**src/design/enu_pose_to_ned_euler_core_defines.svh**
```systemverilog
// ----------------------------------------------------------------------------
// Assertion macros for the pose conversion core
// Immediate-consequence and next-cycle implication checks on clk / rst_n.
// ----------------------------------------------------------------------------
`ifndef ENU_POSE_TO_NED_EULER_CORE_DEFINES_SVH
`define ENU_POSE_TO_NED_EULER_CORE_DEFINES_SVH

// same-cycle implication
`define EPN_ASSERT_IMP(name, ante, cons, msg) \
  name: assert property (@(posedge clk) disable iff (!rst_n) (ante) |-> (cons)) \
    else $error(msg);

// next-cycle implication
`define EPN_ASSERT_NXT(name, ante, cons, msg) \
  name: assert property (@(posedge clk) disable iff (!rst_n) (ante) |=> (cons)) \
    else $error(msg);

`endif

```
**src/design/epn_pkg.sv**
```systemverilog
// ----------------------------------------------------------------------------
// epn_pkg
// Types and constants shared by the pose conversion pipeline.
// ----------------------------------------------------------------------------
package epn_pkg;

  localparam int XW       = 38;  // CORDIC x/y width
  localparam int ZW       = 34;  // CORDIC angle accumulator, 2^-30 rad
  localparam int OW       = 34;  // quaternion product sums, Q.30
  localparam int SQW      = 62;  // square root remainder / root
  localparam int SQ_STEPS = 31;  // one root bit per stage
  localparam int MAX_ITER = 24;

  localparam logic signed [16:0] PI_Q13      = 17'sd25736;
  localparam logic signed [16:0] HALF_PI_Q13 = 17'sd12868;
  localparam logic signed [17:0] TWO_PI_Q13  = 18'sd51472;
  localparam logic signed [ZW-1:0] HALF_PI_Q30 = 34'sd1686629712;
  localparam logic signed [OW-1:0] ONE_Q30     = 34'sd1073741824;

  localparam logic [31:0] ATAN_TAB [0:MAX_ITER-1] = '{
    32'h3243F6A8, 32'h1DAC6705, 32'h0FADBAFC, 32'h07F56EA6, 32'h03FEAB76, 32'h01FFD55B,
    32'h00FFFAAA, 32'h007FFF55, 32'h003FFFEA, 32'h001FFFFD, 32'h000FFFFF, 32'h0007FFFF,
    32'h0003FFFF, 32'h0001FFFF, 32'h0000FFFF, 32'h00007FFF, 32'h00003FFF, 32'h00001FFF,
    32'h00000FFF, 32'h000007FF, 32'h000003FF, 32'h000001FF, 32'h000000FF, 32'h0000007F
  };

  typedef struct packed {
    logic [31:0] north;
    logic [31:0] east;
    logic [31:0] down;
    logic [15:0] vn;
    logic [15:0] ve;
    logic [15:0] vd;
    logic        clamped;
  } side_t;

  typedef struct packed {
    logic signed [31:0] xw;
    logic signed [31:0] zy;
    logic signed [31:0] xx;
    logic signed [31:0] yy;
    logic signed [31:0] wy;
    logic signed [31:0] xz;
    logic signed [31:0] zw;
    logic signed [31:0] xy;
    logic signed [31:0] zz;
  } prod_t;

  typedef struct packed {
    logic signed [OW-1:0] px;
    logic signed [OW-1:0] pxx;
    logic signed [OW-1:0] hy;
    logic signed [OW-1:0] hx;
    logic signed [31:0]   s;
  } op_t;

  typedef struct packed {
    logic [SQW-1:0] rem;
    logic [SQW-1:0] res;
  } sq_t;

  typedef struct packed {
    logic signed [XW-1:0] x;
    logic signed [XW-1:0] y;
    logic signed [ZW-1:0] z;
    logic                 zero;
  } lane_t;

  typedef struct packed {
    lane_t pitch;
    lane_t roll;
    lane_t head;
  } lane3_t;

  typedef struct packed {
    logic [31:0] ned_north;
    logic [31:0] ned_east;
    logic [31:0] ned_down;
    logic [14:0] roll;
    logic [15:0] pitch;
    logic [15:0] heading;
    logic [15:0] vel_north;
    logic [15:0] vel_east;
    logic [15:0] vel_down;
    logic        clamped;
  } res_t;

  function automatic logic [31:0] neg_sat32(input logic [31:0] v);
    if (v == 32'h8000_0000) return 32'h7FFF_FFFF;
    return 32'(-v);
  endfunction

  function automatic logic [15:0] neg_sat16(input logic [15:0] v);
    if (v == 16'h8000) return 16'h7FFF;
    return 16'(-v);
  endfunction

endpackage

```
**src/design/epn_sqrt_stage.sv**
```systemverilog
// ----------------------------------------------------------------------------
// epn_sqrt_stage
// One restoring square root step: decides one root bit per stage.
// ----------------------------------------------------------------------------
module epn_sqrt_stage #(
  parameter int K = 0
) (
  input  logic         clk,
  input  logic         en,
  input  epn_pkg::sq_t d,
  output epn_pkg::sq_t q
);

  localparam logic [epn_pkg::SQW-1:0] BIT_VAL =
    epn_pkg::SQW'(1) << (60 - 2 * K);

  epn_pkg::sq_t q_r;
  epn_pkg::sq_t q_nxt;
  logic [epn_pkg::SQW-1:0] trial;

  always_comb begin
    trial = d.res + BIT_VAL;
    if (d.rem >= trial) begin
      q_nxt.rem = d.rem - trial;
      q_nxt.res = (d.res >> 1) + BIT_VAL;
    end else begin
      q_nxt.rem = d.rem;
      q_nxt.res = d.res >> 1;
    end
  end

  always_ff @(posedge clk) begin
    if (en) begin
      q_r <= q_nxt;
    end
  end

  assign q = q_r;

endmodule

```
**config.mk**
```make
export PLATFORM = sky130hd
export DESIGN_NAME = epn_sqrt_stage
export DESIGN_NICKNAME = d
export VERILOG_FILES = /design/src/design/enu_pose_to_ned_euler_core_defines.svh /design/src/design/epn_pkg.sv /design/src/design/epn_sqrt_stage.sv
export SDC_FILE = /design/constraint.sdc
export NUM_CORES = 1
export LEC_CHECK = 0
export BUFFER_PORTS_ARGS = -buffer_cell sky130_fd_sc_hd__clkbuf_2
export CAP_MARGIN = 0
export CORE_MARGIN = 3
export CORE_UTILIZATION = 41
export DETAILED_ROUTE_END_ITERATION = 16
export GPL_ROUTABILITY_DRIVEN = 1
export PLACE_DENSITY = 0.76
export SYNTH_ARGS = -nofsm -noshare
export SYNTH_HDL_FRONTEND = slang
export SYNTH_SLANG_ARGS = --single-unit
export TNS_END_PERCENT = 10
```
**constraint.sdc**
```tcl
create_clock -name clk -period 8.6 [get_ports clk]
set_input_delay 1.72 -clock clk [delete_from_list [all_inputs] [get_ports clk]]
set_output_delay 1.72 -clock clk [all_outputs]
set_load 0.03 [all_outputs]
```
==> results.md, run 1 <==
- Antenna Cells: 0
- Crit path DAT: between 5000 and 6000 ps
- IO Port Bufs: 249
- CTS buffer count: 17
- Post-Syn Area: 8880 um2
- Bufs and invs on worst path: 3
- Reg clk slew, reported paths: 60 ps
- Area leader, netlist: edfxtp_1
- CP top delay family: compound AO/OA/AOI/OAI gates
- Fraction of layout cells with a size suffix above 1: 33.3%
- Mapped Cells: 822
- Total gr overflow: 0
- Largest net degree at the start of global routing: 68
- Avg WL per Cell: 17.5 um
- Nets: ~1200
- Post-detailed-route count of antenna-violating nets: 0
- PwrDens: 205 nW/um2
- Hold Violations, Final: 0
- H-tree Lvls: 4
- CTS sink cnt: 124
- Critical Path Slowest Stage Cell: buf_4
- Fraction of registers with async set/reset: 0%
- Min Hold Slack: 1490 ps
- Max reg flops: 124
- EDFF count, synth: 124
- Post-cts sizing count: 0
- F_max: 200 MHz
- Clk buf depth: 2
- Slew @ Worst Pin: 838 ps
- Sequential share of the synthesized area: 41.9%
- Final worst slack: 3590 ps
- Std cell rows: 53
- Initial DRC Count: ~540
- Tightest Hold Check Type: primary input to register
- CTS Hold Bufs: 0
- Die H: 153 um
- Reg area: 3720 um2
- TritonRoute pass-1 iters: 8
- GRT Total Usage: 19.5%
- Synthesized Nets: a little over 1000
- Core Region: 21200 um2
- Netlist cell types: 68
- Commonest cells in the netlist: edfxtp_1 (124), a21oi_1 (82), inv_1 (74)
- Average size of a mapped cell: 10.8 um2
- Die width: 153 um
- CP Class: primary input to register
- Min Tclk post-route: 5010 ps
- Crit end category: register
- Final TNS setup: 0 ps
- Setup Fix Bufs, Post-CTS: 0
- CP max FO: 31
- Pleak: about 0.005 uW
- Max VDD drop: 0.126 mV
- Area growth, synth to finish: 20.8%
- CP required: 8770 ps
- Status: finished, final reports clean
- Max stage delay on crit path: 520 ps
- Placed Area: 10200 um2
- Fin. max-slew vios: 0
- Final setup violation count: 0
- I/O pins: 250
- DRC viols: 0
- Pre-CTS WS: 3140 ps
- Initial Util: 42.0%
- Ys flop type: edfxtp_1
- Ranking of synthesized cells by area: edfxtp_1 (42%), mux2_4 (9.3%), ha_1 (8.7%), a21oi_1 (4.6%), xnor2_1 (3.8%)
- Tcrit/Tclk final: 58.3%
- Gpl congestion: 0.865
- Vias in the first global route: 7245
- Final wirelength: 23500 um
- Design Area, Final: 10700 um2
- CTS tree: yes
- Area of the multi-input gates: roughly 4500 um2
- Post-synth top area share: 41.9%
- Max-cap viol count: 0
- Final HPWL DP: between 15000 and 20000 um
- CP Cell Sequence: clkbuf_2 -> inv_1 -> ha_1 -> fa_1 -> nor2b_4 -> o21bai_1 -> a21oi_1 -> o31a_2 -> o2111ai_2 -> a21oi_2 -> a31oi_4 -> o21ai_2 -> a211oi_4 -> buf_4 -> mux2_2
- Top-count cell post-synth: edfxtp_1
- RSZ-0062 raised after global routing: no
- Vias: roughly 7300
- Startpoint Class: primary input
- Synthesis Warnings: 0
- #FFs+latches synth: about 120
- DR vias/cell: 5.41
- Worst slew margin: 44.1%
- Die area: 23500 um2
- Initial antenna violation count: 0
- Global-route wire length before repair: 37000 um
- Fill cells: 1880
- CTS root buf: clkbuf_16
==> per-layer routing <==
layer  GRT usage [%]  share of wire (%)  up-vias
met5               0                  0        -
met4            6.70                2.3        0
met3            4.33                7.4       43
met2            32.4                 48      319
met1            25.4                 43     3426
li1                -                  -     3484
==> layout make-up <==
cell class,instances,area share [%]
inverter,74,2.59
clock buffer,20,4.07
tap,275,3.21
multi-input combinational,588,42.4
timing repair buffer,252,11.9
clock inverter,10,1.17
sequential,124,34.7
==> cell usage in the layout, fill, tap and decap left out, drive strengths merged, types with 2 or more instances in the layout <==
master	count
clkinvlp	2
and2	7
a21boi	6
nor2b	6
nand2	63
xor2	22
nor4	2
mux2	59
xnor2	39
a31oi	12
o31ai	4
ha	62
clkinv	5
o21ai	44
nor2	34
o21bai	11
o31a	3
and3	5
nor3	9
bufinv	3
a21oi	85
buf	4
a21o	28
or3	4
a211oi	7
or2	2
mux2i	3
a41oi	2
o211ai	8
and2b	2
o21a	7
nand3	11
a211o	2
edfxtp	124
nand4	20
clkbuf	268
nand2b	4
o2111ai	3
inv	74
==> cells by family after synthesis <==
group / Yosys count / synth area share, %
and+or+nand+nor: 172 / 9.34
DFF: 124 / 41.9
adders and majority gates: 63 / 8.96
xor gates and xnor gates: 61 / 6.02
AOI/OAI and AO/OA: 230 / 16.7
buffers and inverters: 110 / 6.86
muxes: 62 / 10.1
==> through the flow <==
step / total power [uW] / util (%) / std cells
6_report: 2200 / 50.7 / 1343
5_1_grt: 2300 / 50.7 / 1343
4_1_cts: 2210 / 50.7 / 1343
3_5_place_dp: 1490 / 48.1 / 1313
3_3_place_gp: 1480 / 48.1 / 1313
2_1_floorplan: 1320 / - / 822
==> power by group <==
part           switching [uW]  total, uW  internal, uW  leakage (uW)
Clock                     270        718           448      0.000266
Combinational             432        708           277       0.00350
Sequential               19.4        775           756       0.00121
==> final timing paths <==
path               from     to  slack, ps  depth (start not counted)
setup / recovery  d[62]  q[64]       3590                         15
hold / removal     d[4]   q[3]       1490                          1
(Power assumes the default switching activity.)
==> run 2, diff against run 1 <==
- clock period: 8.6 -> 4.7 ns (I/O delays scaled with it)
==> results.md, run 2 (synthesized netlist as in run 1, its figures left out) <==
- Status: finished, final reports clean
- Vias: 7140 (-1.8%)
- Final TNS setup: 0 ps (unchanged)
- Commonest cells after routing, fill and taps aside: clkbuf_2 (248), edfxtp_1 (124), a21oi_1 (82), inv_1 (74), nand2_1 (63)
- Gate power share: 32.9% (+0.7 points)
- Global-route wire length before repair: 36300 um (-1.9%)
- Pleak: 0.00499 uW (+0.21%)
- Hold Violations, Final: 0 (unchanged)
- Final HPWL DP: 18000 um (-1.4%)
- RSZ-0062 raised after global routing: no
- Max reg flops: 124 (unchanged)
- Area of the multi-input gates: 4550 um2 (unchanged)
- Final setup violation count: 0 (unchanged)
- Pre-CTS WS: 210 ps (-2930 ps)
- Fin. max-slew vios: 0 (unchanged)
- Reg clk slew, reported paths: 60 ps (about the same)
- CTS root buf: clkbuf_16
- Reg power frac: 35.9% (+0.7 points)
- Max VDD drop: 0.234 mV (+86%)
- Slew @ Worst Pin: 1030 ps (+192 ps)
- GRT Total Usage: 19.2% (-0.29 points)
- CP max FO: 5 (-84%)
- Fill cells: 1895 (+0.80%)
- P_sw: 1340 uW (+86%)
- CTS buffer count: 17 (unchanged)
- IO Port Bufs: 249 (unchanged)
- CP Class: primary input to register
- DR vias/cell: 5.30 (-2.1%)
- Switching share of power: 33.9% (+1.1 points)
- Worst slew margin: 31.3% (-13 points)
- Initial antenna violation count: 0 (unchanged)
- Die area: 23500 um2 (unchanged)
- CTS tree: yes
- Die width: 153 um (unchanged)
- Clk pwr share: 31.3% (-1.3 points)
- Tcrit/Tclk final: approximately 88%
- CTS Hold Bufs: 0 (unchanged)
- Std cell rows: 53 (unchanged)
- Final worst slack: 560 ps (-3030 ps)
- CTS sink cnt: 124 (unchanged)
- F_max: roughly 240 MHz
- Initial Util: 42.0% (unchanged)
- Hold-critical path depth: 1 (unchanged)
- Total gr overflow: 0 (unchanged)
- Antenna Cells: 0 (unchanged)
- Crit path DAT: 4320 ps (-860 ps)
- Tightest Hold Check Type: primary input to register
- Area growth, synth to finish: 21.0%
- CP required: 4880 ps (-3890 ps)
- Reg area: 3720 um2 (unchanged)
- Vias in the first global route: 7000 (-3.4%)
- Fraction of layout cells with a size suffix above 1: 34.0% (+0.62 points)
- Die H: 153 um (unchanged)
- Setup Fix Bufs, Post-CTS: 0 (unchanged)
- Max-cap viol count: 0 (unchanged)
- Initial DRC Count: 566 (+5.6%)
- Post-detailed-route count of antenna-violating nets: 0 (unchanged)
- Pint: 2610 uW (+77%)
- TritonRoute pass-1 iters: 5 (-3)
- Core Region: 21200 um2 (unchanged)
- Startpoint Class: primary input
- Worst Hold Endpoint: q[50]
- Nets: 1248 (+0.16%)
- Min Tclk post-route: 4140 ps
- Largest net degree at the start of global routing: 109 (+60%)
- I/O pins: 250 (unchanged)
- H-tree Lvls: 4 (unchanged)
- Gpl congestion: 0.916 (+5.9%)
- PwrDens: 368 nW/um2 (+79%)
- Crit end category: register
- DRC viols: 0 (unchanged)
- Hold path start: d[51]
- Clk buf depth: 2 (unchanged)
- Final wirelength: 23300 um (-0.90%)
- Avg WL per Cell: 17.3 um (-1.2%)
- Most common library cell in the layout ignoring fill and taps: clkbuf_2
- Post-cts sizing count: 0 (unchanged)
run 2: cell types whose count changed in the layout (fill, tap and decap cells not counted):
cell,delta
buf_12,+2
bufinv_16,-2
clkbuf_1,-1
clkinv_1,-3
clkinv_2,+5
clkinv_4,+1
clkinvlp_4,+2
run 2: area by class of cell:
type | count | area share, %
Sequential cell | 124 | 34.7
Tap cell | 275 | 3.20
Timing Repair Buffer | 254 | 12.2
Inverter | 74 | 2.59
Multi-Input combinational cell | 588 | 42.3
Clock buffer | 19 | 4.03
Clock inverter | 13 | 0.955
run 2: how the worst max path moves through the flow:
| stage | startpoint | end | slack, ps | depth (start not counted) |
|---|---|---|---|---|
| after floorplan | d[2] | q[101] | 700 | 13 |
| after detailed placement | d[62] | q[123] | 210 | 15 |
| final | d[2] | q[117] | 560 | 13 |
| after global placement | d[2] | q[123] | 270 | 14 |
| after global routing | d[2] | q[117] | 410 | 13 |
| after CTS | d[62] | q[123] | 650 | 15 |
run 2: metal layers:
layer | track usage [%] | up-vias | wire [um]
li1 | - | 3500 | -
met1 | 25.1 | 3312 | 10000
met2 | 31.3 | 291 | 11200
met3 | 4.56 | 37 | 1590
met4 | 7.13 | 0 | 495
met5 | 0 | - | 0
run 2: through the flow:
step	cell area [um2]	instances	total power, uW	hold slack (ps)	utilization (%)
3_3_place_gp	10200	1315	2710	1130	48.2
2_1_floorplan	8880	822	2410	1040	-
6_report	10700	1347	3960	698	50.8
3_5_place_dp	10200	1315	2730	1130	48.2
5_1_grt	10700	1347	4130	687	50.8
4_1_cts	10700	1347	3970	684	50.8
run 2: power groups by stage:
stage / clock network (uW) / registers (uW) / logic [uW]
finish: 1240 / 1420 / 1300
global route: 1300 / 1430 / 1400
CTS: 1250 / 1420 / 1300
detailed placement: 0 / 1440 / 1290
global placement: 0 / 1440 / 1280
floorplan: 0 / 1710 / 704
run 2: worst max-delay path, stage by stage:
cell,delay (ps)
clkbuf_2,90
inv_1,40
ha_1,370
a21oi_1,100
a211oi_1,400
o2111ai_1,280
a21oi_1,330
a31oi_1,250
o31a_1,390
o31ai_1,480
a21boi_0,220
xnor2_1,160
mux2_4,260
==> run 3, diff against run 2 <==
- ABC_CLOCK_PERIOD_IN_PS: not set -> 4700
- CTS_BUF_LIST: not set -> sky130_fd_sc_hd__clkbuf_16
==> results.md, run 3 (synthesized netlist as in run 1, its figures left out) <==
- Status: finished, final reports clean
- Startpoint Class: primary input
- GR Util met3: 4.56% (unchanged)
- Slew @ Worst Pin: 1040 ps (+6.12 ps)
- Tightest Hold Check Type: primary input to register
- DR vias/cell: 5.30 (about the same)
- Min Tclk post-route: 4140 ps (+0.587 ps)
- Dpl cells: 1315 (unchanged)
- Nets: 1248 (unchanged)
- Top Usage Layer GRT: met2
- CP required: 4880 ps (about the same)
- Met2 usage: 31.3% (unchanged)
- Setup Fix Bufs, Post-CTS: 0 (unchanged)
- Crit end category: register
- Area growth, synth to finish: 21.0% (unchanged)
- Reg area: 3720 um2 (unchanged)
- Placed Area: 10200 um2 (unchanged)
- Final cell count without fillers: 1347 (unchanged)
- CTS root buf: clkbuf_16
- Die H: 153 um (unchanged)
- Hold-critical path depth: 1 (unchanged)
- Pleak: 0.00500 uW (+0.17%)
- CTS sink cnt: 124 (unchanged)
- Avg WL per Cell: 17.3 um (about the same)
- Initial Util: 42.0% (unchanged)
- CP Class: primary input to register
- F_max: 242 MHz (about the same)
- Worst Hold Endpoint: q[50]
- Pre-CTS WS: 210 ps (unchanged)
- Crit path DAT: 4320 ps (about the same)
- Min Hold Slack: 699 ps (+1.00 ps)
- Fin. max-slew vios: 0 (unchanged)
- Std cell rows: 53 (unchanged)
- Post-detailed-route count of antenna-violating nets: 0 (unchanged)
- Fraction of layout cells with a size suffix above 1: 34.0% (unchanged)
- Clk buf depth: 2 (unchanged)
- GRT Total Usage: 19.2% (unchanged)
- Max VDD drop: 0.233 mV (-0.20%)
- Global-route wire length before repair: 36300 um (unchanged)
- TritonRoute pass-1 iters: 5 (unchanged)
- Vias: 7141 (+0.014%)
- Max-cap viol count: 0 (unchanged)
- Fill cells: 1895 (unchanged)
- Max reg flops: 124 (unchanged)
- Post-cts sizing count: 0 (unchanged)
- Die area: 23500 um2 (unchanged)
- Critical Path Most Common Cell: a21oi_1
- RSZ-0062 raised after global routing: no
- Final TNS setup: 0 ps (unchanged)
- Largest net degree at the start of global routing: 109 (unchanged)
- Met1 usage: 25.1% (unchanged)
- I/O pins: 250 (unchanged)
- IO Port Bufs: 249 (unchanged)
- DRC viols: 0 (unchanged)
- H-tree Lvls: 4 (unchanged)
- Hold path start: d[51]
- Initial antenna violation count: 0 (unchanged)
- Reg clk slew, reported paths: 60 ps (about the same)
- Area of the multi-input gates: 4550 um2 (unchanged)
- Tcrit/Tclk final: 88.1% (about the same)
- Design Area, Final: 10700 um2 (unchanged)
- Gpl congestion: 0.916 (unchanged)
- Final wirelength: 23300 um (about the same)
- Commonest cells after routing, fill and taps aside: clkbuf_2 (248), edfxtp_1 (124), a21oi_1 (82), inv_1 (76), nand2_1 (63)
- Crit. Startpoint: d[2]
- Initial DRC Count: 567 (+0.18%)
- CP Cell Sequence: clkbuf_2 -> inv_1 -> ha_1 -> a21oi_1 -> a211oi_1 -> o2111ai_1 -> a21oi_1 -> a31oi_1 -> o31a_1 -> o31ai_1 -> a21boi_0 -> xnor2_1 -> mux2_4
- CTS buffer count: 17 (unchanged)
- Final setup violation count: 0 (unchanged)
- Final HPWL DP: 18000 um (unchanged)
- Vias in the first global route: 7000 (unchanged)
- Final worst slack: 560 ps (-0.587 ps)
- PwrDens: 368 nW/um2 (-0.12%)
- CTS Hold Bufs: 0 (unchanged)
- Critical Path Slowest Stage Cell: o31ai_1
- Worst slew margin: 30.9% (-0.41 points)
- Most common library cell in the layout ignoring fill and taps: clkbuf_2
- Max stage delay on crit path: 480 ps (about the same)
- CTS tree: yes
- CP max FO: 5 (unchanged)
- Total gr overflow: 0 (unchanged)
- Hold Violations, Final: 0 (unchanged)
- Core Region: 21200 um2 (unchanged)
- Antenna Cells: 0 (unchanged)
- Die width: 153 um (unchanged)
==> run 3: cell count changes in the layout (fill, tap and decap cells not counted), sizes merged <==
cell / change
clkbuf: -2
inv: +2
==> run 3: layout make-up <==
class / count / area share [%]
clock buffers: 17 / 3.96
clock inverters: 15 / 1.03
inverters: 74 / 2.59
multi-input cells: 588 / 42.3
flip-flops and latches: 124 / 34.7
well taps: 275 / 3.20
repair buffers: 254 / 12.2
==> run 3: metrics by stage <==
| stage | power (uW) | util [%] |
|---|---|---|
| after floorplan | 2410 | - |
| after global placement | 2710 | 48.2 |
| after detailed placement | 2730 | 48.2 |
| after CTS | 3970 | 50.8 |
| after global routing | 4120 | 50.8 |
| final | 3950 | 50.8 |
==> run 3: report_power, final <==
group / internal, uW / total (uW) / switching [uW]
logic: 513 / 1300 / 787
registers: 1380 / 1420 / 35.3
clock network: 714 / 1230 / 518
total: 2610 / 3950 / 1340
==> run 3: worst max-delay path: cells and delay by family <==
family | cells | cell delay, ps
buffers and inverters | 2 | 130
AO/OA/AOI/OAI | 8 | 2450
XOR/XNOR | 1 | 160
multiplexers | 1 | 260
adder cells (fa/ha/maj) | 1 | 370
==> run 3: worst max-delay path by stage <==
stage | end | slack (ps) | cells after the start
4_1_cts | q[123] | 650 | 15
2_1_floorplan | q[101] | 700 | 13
3_3_place_gp | q[123] | 270 | 14
6_report | q[117] | 560 | 13
5_1_grt | q[117] | 410 | 13
3_5_place_dp | q[123] | 210 | 15
==> run 3: routing by layer <==
layer / part of all wire, % / vias to the layer above
met5: 0 / -
met4: 2.1 / 0
met3: 6.9 / 36
met2: 48 / 293
met1: 43 / 3312
li1: - / 3500
